`src/hdl/cov_pkg.sv`:
```
// shared types, register codes and pixel arithmetic for the cursor overlay
package cov_pkg;

    localparam int DEF_MAX_CURSOR_SIDE = 64;
    localparam int DEF_COORD_BITS      = 12;

    localparam int CFG_IDX_W  = 3;
    localparam int CFG_DATA_W = 13;
    localparam int POS_W      = 13;
    localparam int SIZE_W     = 7;

    localparam logic [CFG_IDX_W-1:0] CFG_ENABLE        = 3'd0;
    localparam logic [CFG_IDX_W-1:0] CFG_MOUSE_X       = 3'd1;
    localparam logic [CFG_IDX_W-1:0] CFG_MOUSE_Y       = 3'd2;
    localparam logic [CFG_IDX_W-1:0] CFG_HOTSPOT_X     = 3'd3;
    localparam logic [CFG_IDX_W-1:0] CFG_HOTSPOT_Y     = 3'd4;
    localparam logic [CFG_IDX_W-1:0] CFG_CURSOR_WIDTH  = 3'd5;
    localparam logic [CFG_IDX_W-1:0] CFG_CURSOR_HEIGHT = 3'd6;

    localparam logic OP_LOAD      = 1'b0;
    localparam logic OP_COMPOSITE = 1'b1;

    localparam logic [7:0]  ALPHA_OPAQUE = 8'd255;
    localparam logic [7:0]  ALPHA_CLEAR  = 8'd0;
    localparam logic [15:0] ROUND_HALF   = 16'd127;

    // blue in the lowest byte
    typedef struct packed {
        logic [7:0] a;
        logic [7:0] r;
        logic [7:0] g;
        logic [7:0] b;
    } t_pix;

    typedef struct packed {
        logic                     enable;
        logic signed [POS_W-1:0]  mouse_x;
        logic signed [POS_W-1:0]  mouse_y;
        logic signed [POS_W-1:0]  hotspot_x;
        logic signed [POS_W-1:0]  hotspot_y;
        logic [SIZE_W-1:0]        cursor_width;
        logic [SIZE_W-1:0]        cursor_height;
    } t_cfg;

    // exact floor(v / 255) for v below 65280
    function automatic logic [7:0] div255(input logic [15:0] v);
        logic [16:0] t;
        t = {1'b0, v} + 17'd1 + {9'd0, v[15:8]};
        return t[15:8];
    endfunction

    function automatic logic [7:0] sat_add(input logic [7:0] s, input logic [7:0] q);
        logic [8:0] t;
        t = {1'b0, s} + {1'b0, q};
        return t[8] ? 8'hFF : t[7:0];
    endfunction

endpackage

```
`src/hdl/cov_locate.sv`:
```
// cursor rectangle test and store address for one request
module cov_locate import cov_pkg::*; #(
    parameter int MAX_CURSOR_SIDE = DEF_MAX_CURSOR_SIDE,
    parameter int COORD_BITS      = DEF_COORD_BITS,
    localparam int AW = (MAX_CURSOR_SIDE > 1) ?
                        $clog2(MAX_CURSOR_SIDE * MAX_CURSOR_SIDE) : 1
) (
    input  t_cfg                  i_cfg,
    input  logic                  i_op,
    input  logic [COORD_BITS-1:0] i_px,
    input  logic [COORD_BITS-1:0] i_py,
    output logic                  o_hit,
    output logic                  o_in_store,
    output logic [AW-1:0]         o_addr
);

    localparam int XW = (MAX_CURSOR_SIDE > 1) ? $clog2(MAX_CURSOR_SIDE) : 1;
    localparam int DW = ((COORD_BITS > POS_W) ? COORD_BITS : POS_W) + 2;
    localparam int EW = 10;

    logic signed [DW-1:0] cx, cy, dx, dy;
    logic [EW-1:0]        side, ew, eh;
    logic [XW-1:0]        ax, ay;

    assign cx = DW'(i_cfg.mouse_x) - DW'(i_cfg.hotspot_x);
    assign cy = DW'(i_cfg.mouse_y) - DW'(i_cfg.hotspot_y);
    assign dx = $signed({{(DW-COORD_BITS){1'b0}}, i_px}) - cx;
    assign dy = $signed({{(DW-COORD_BITS){1'b0}}, i_py}) - cy;

    // oversized cursor clamps to the store side
    assign side = EW'(MAX_CURSOR_SIDE);
    assign ew = ({{(EW-SIZE_W){1'b0}}, i_cfg.cursor_width} > side) ?
                side : {{(EW-SIZE_W){1'b0}}, i_cfg.cursor_width};
    assign eh = ({{(EW-SIZE_W){1'b0}}, i_cfg.cursor_height} > side) ?
                side : {{(EW-SIZE_W){1'b0}}, i_cfg.cursor_height};

    assign o_hit = i_cfg.enable && (ew != '0) && (eh != '0) &&
                   !dx[DW-1] && !dy[DW-1] &&
                   (dx < $signed({{(DW-EW){1'b0}}, ew})) &&
                   (dy < $signed({{(DW-EW){1'b0}}, eh}));

    assign o_in_store = ({{(32-COORD_BITS){1'b0}}, i_px} < 32'(MAX_CURSOR_SIDE)) &&
                        ({{(32-COORD_BITS){1'b0}}, i_py} < 32'(MAX_CURSOR_SIDE));

    assign ax = (i_op == OP_LOAD) ? i_px[XW-1:0] : dx[XW-1:0];
    assign ay = (i_op == OP_LOAD) ? i_py[XW-1:0] : dy[XW-1:0];

    assign o_addr = AW'(ay) * AW'(MAX_CURSOR_SIDE) + AW'(ax);

endmodule

```
`config.mk`:
```
export PLATFORM = sky130hd
export DESIGN_NAME = cov_locate
export DESIGN_NICKNAME = d
export VERILOG_FILES = /design/src/hdl/cov_pkg.sv /design/src/hdl/cov_locate.sv
export SDC_FILE = /design/constraint.sdc
export NUM_CORES = 1
export LEC_CHECK = 0
export BUFFER_PORTS_ARGS = -buffer_cell sky130_fd_sc_hd__buf_2
export CAP_MARGIN = 20
export CORE_MARGIN = 1
export CORE_UTILIZATION = 52
export DETAILED_ROUTE_END_ITERATION = 8
export GPL_TIMING_DRIVEN = 1
export PLACE_DENSITY = 0.85
export REMOVE_ABC_BUFFERS = 1
export SYNTH_ARGS = -nofsm -noshare
export SYNTH_HDL_FRONTEND = slang
export SYNTH_SLANG_ARGS = --single-unit
```
`constraint.sdc`:
```
create_clock -name vclk -period 5
set_clock_uncertainty 0.15 [all_clocks]
set_input_delay 0.25 -clock vclk [all_inputs]
set_output_delay 0.25 -clock vclk [all_outputs]
set_load 0.03 [all_outputs]
```
==> impl_results.md <==
* Placed wire-length estimate at 5630 um
* Die area at 5380 um2
* Setup TNS at 0 ns
* Vias in the first global route at 2657
* Final Max Slew Viols at 0
* Warnings, synthesis at 0
* First-pass iteration count of the detailed router at 4
* Fill cells at 453
* Syn avg cell area at 7.08 um2
* Initial DRC Count at 81
* Worst relative slew slack at 66.2%
* Fin crit period at 4.61 ns
* Final setup viols at 0
* Largest family of logic cells by synthesized area: adder cells
* Synth unique cells at 47
* Post-Synth XOR/XNOR Area at 3.97%
* Gr usage total at 23.2%
* Max Freq at 0.217 GHz
* Nets at 638
* GPL Wtd Cong at 0.820
* Element type at the critical path start: primary input
* Final period util at 92.1%
* Fin. Hold Viols at 0
* Slew @ Worst Pin at 0.501 ns
* Worst EP required at 4.60 ns
* Reg area at 0 um2
* Static Leak at 1.96 nW
* Largest net degree at the start of global routing at 25
* Final Non-Filler Cells at 543
* Power Dens Cells at 199 nW/um2
* Tot Pwr at 647 uW
* Seq/Total Area, Yosys at 0%
* Post-synthesis cell area at 2650 um2
* Setup crit end kind: output pin
* DRC Markers at 0
* Initial Util at 55.0%
* Post_cts resized at 0
* Vias per inst at 5.22
* Number of hold buffers added after cts at 0
* Core Rows at 25
* RSZ-0062 raised after global routing: false
* Compound-gate portion of the synthesized area at 22.0%
* Max cap viols at 0
* Hold path start: i_py[0]
* Arrival time worst endpoint at 4.21 ns
* Global-route wire length before repair at 10300 um
* Wire per inst at 11.4 um
* Maximum vdd drop at 0.000103 V
* Sequential cells at 0
* Synthesized-area fraction occupied by adder cells at 38.9%
* Synth-to-Final Area Change at 22.7%
* Clock buffers at 0
* DRT antenna net count at 0
* Core Box Area at 4820 um2
* Outcome: complete, no violations
* # IOs at 106
* Antenna fix cells at 0
* Min-Delay Path Depth at 4
* Worst hold path type: primary input to output pin
* Most frequent cells in the layout: inv_1 (114), buf_2 (105), ha_1 (44), nand2_1 (24), fa_1 (24)
* Mux contribution to synthesized area at 1.51%
* Global route overflow at 0
* Vias at 2833
* Initial antenna violation count at 0
* Share of layout cells above drive strength 1 at 24.2%
* Crit Path Max Fanout at 4
* Die W at 73.4 um
* # port buffers at 106
* Hold Path End: o_addr[6]
* Routed wire length at 6210 um
* Simple-gate area share of the yosys netlist at 16.9%
* Most common cell after layout, fill and taps aside: inv_1
* Synth Instances at 374
* Postcts setup bufs at 0
* Placed Cells at 543
* Die height at 73.4 um
* Critical path class: primary input to output pin
critical path: stages:
cell,delay [ns]
buf_2,0.07
inv_1,0.04
fa_1,0.54
inv_1,0.04
ha_1,0.34
nor2b_4,0.15
o31a_1,0.27
o21ai_1,0.19
nand2b_1,0.09
xor2_1,0.15
ha_1,0.32
a22oi_1,0.17
and3_1,0.18
nand4_1,0.09
nor4_1,0.23
o211ai_1,0.15
a2111oi_2,0.23
nand4_1,0.16
a2111oi_2,0.32
buf_4,0.22
power by group:
group          total (mW)  switching [mW]  leakage [nW]  internal (mW)
clock                   0               0             0              0
sequential              0               0             0              0
combinational       0.647           0.368          1.96          0.279
synthesized netlist by cell type, types with 3 or more instances:
| cell type | instances | area [um2] |
|---|---|---|
| inv_1 | 114 | 428 |
| ha_1 | 44 | 551 |
| fa_1 | 24 | 480 |
| nand2_1 | 24 | 90.1 |
| nor2_1 | 20 | 75.1 |
| o21ai_0 | 19 | 95.1 |
| a21oi_1 | 17 | 85.1 |
| nand3_1 | 7 | 35.0 |
| nor3_1 | 7 | 35.0 |
| xnor2_1 | 7 | 61.3 |
| a21o_1 | 6 | 45.0 |
| nor4_1 | 6 | 37.5 |
| a22oi_1 | 5 | 37.5 |
| nand4_1 | 5 | 31.3 |
| nor2b_1 | 5 | 31.3 |
| xor2_1 | 5 | 43.8 |
| a32oi_1 | 4 | 35.0 |
| and3_1 | 4 | 25.0 |
| clkbuf_1 | 4 | 15.0 |
| mux2i_1 | 4 | 40.0 |
| o21a_1 | 4 | 30.0 |
| a31oi_1 | 3 | 18.8 |
| nand2b_1 | 3 | 18.8 |
| o2111ai_1 | 3 | 26.3 |
| o211a_1 | 3 | 30.0 |
routing by layer:
metal  up-vias  global-route usage [%]  share of wire [%]
met3        10                    1.23                5.4
met1      1292                    27.2                 43
met5         -                       0                  0
li1       1438                       -                  -
met4         0                    4.91                1.4
met2        93                    46.0                 51
metrics by stage:
stage	hold WS [ns]	utilization, %	cell area [um2]	worst slack, ns
floorplan	0.529	-	2630	0.437
global placement	0.729	67.4	3250	0.363
detailed placement	0.736	67.4	3250	0.292
CTS	0.736	67.4	3250	0.272
global route	0.765	67.5	3250	0.0121
finish	0.738	67.5	3250	0.393
cells by family (layout without fill, tap and decap cells):
family          after synthesis  in the layout
mux                           4              4
buf+inv                     118            220
simple gates                 89             89
xor+xnor                     12             12
fa+ha+maj                    68             68
compound gates               83             83
final cells by class:
cell class | instances | area, um2 | share of cell area, %
tap | 67 | 83.8 | 2.58
timing repair buffer | 106 | 533 | 16.4
multi-input combinational | 256 | 2200 | 67.8
inverter | 114 | 428 | 13.2
how the worst max path moves through the flow:
| stage | to | slack [ns] | start | depth (start not counted) |
|---|---|---|---|---|
| 2_1_floorplan | o_hit | 0.44 | i_cfg[16] | 18 |
| 3_3_place_gp | o_hit | 0.36 | i_cfg[16] | 20 |
| 3_5_place_dp | o_hit | 0.29 | i_cfg[16] | 20 |
| 4_1_cts | o_hit | 0.27 | i_cfg[16] | 20 |
| 5_1_grt | o_hit | 0.01 | i_cfg[16] | 20 |
| 6_report | o_hit | 0.39 | i_cfg[16] | 20 |
(Power assumes the default switching activity.)
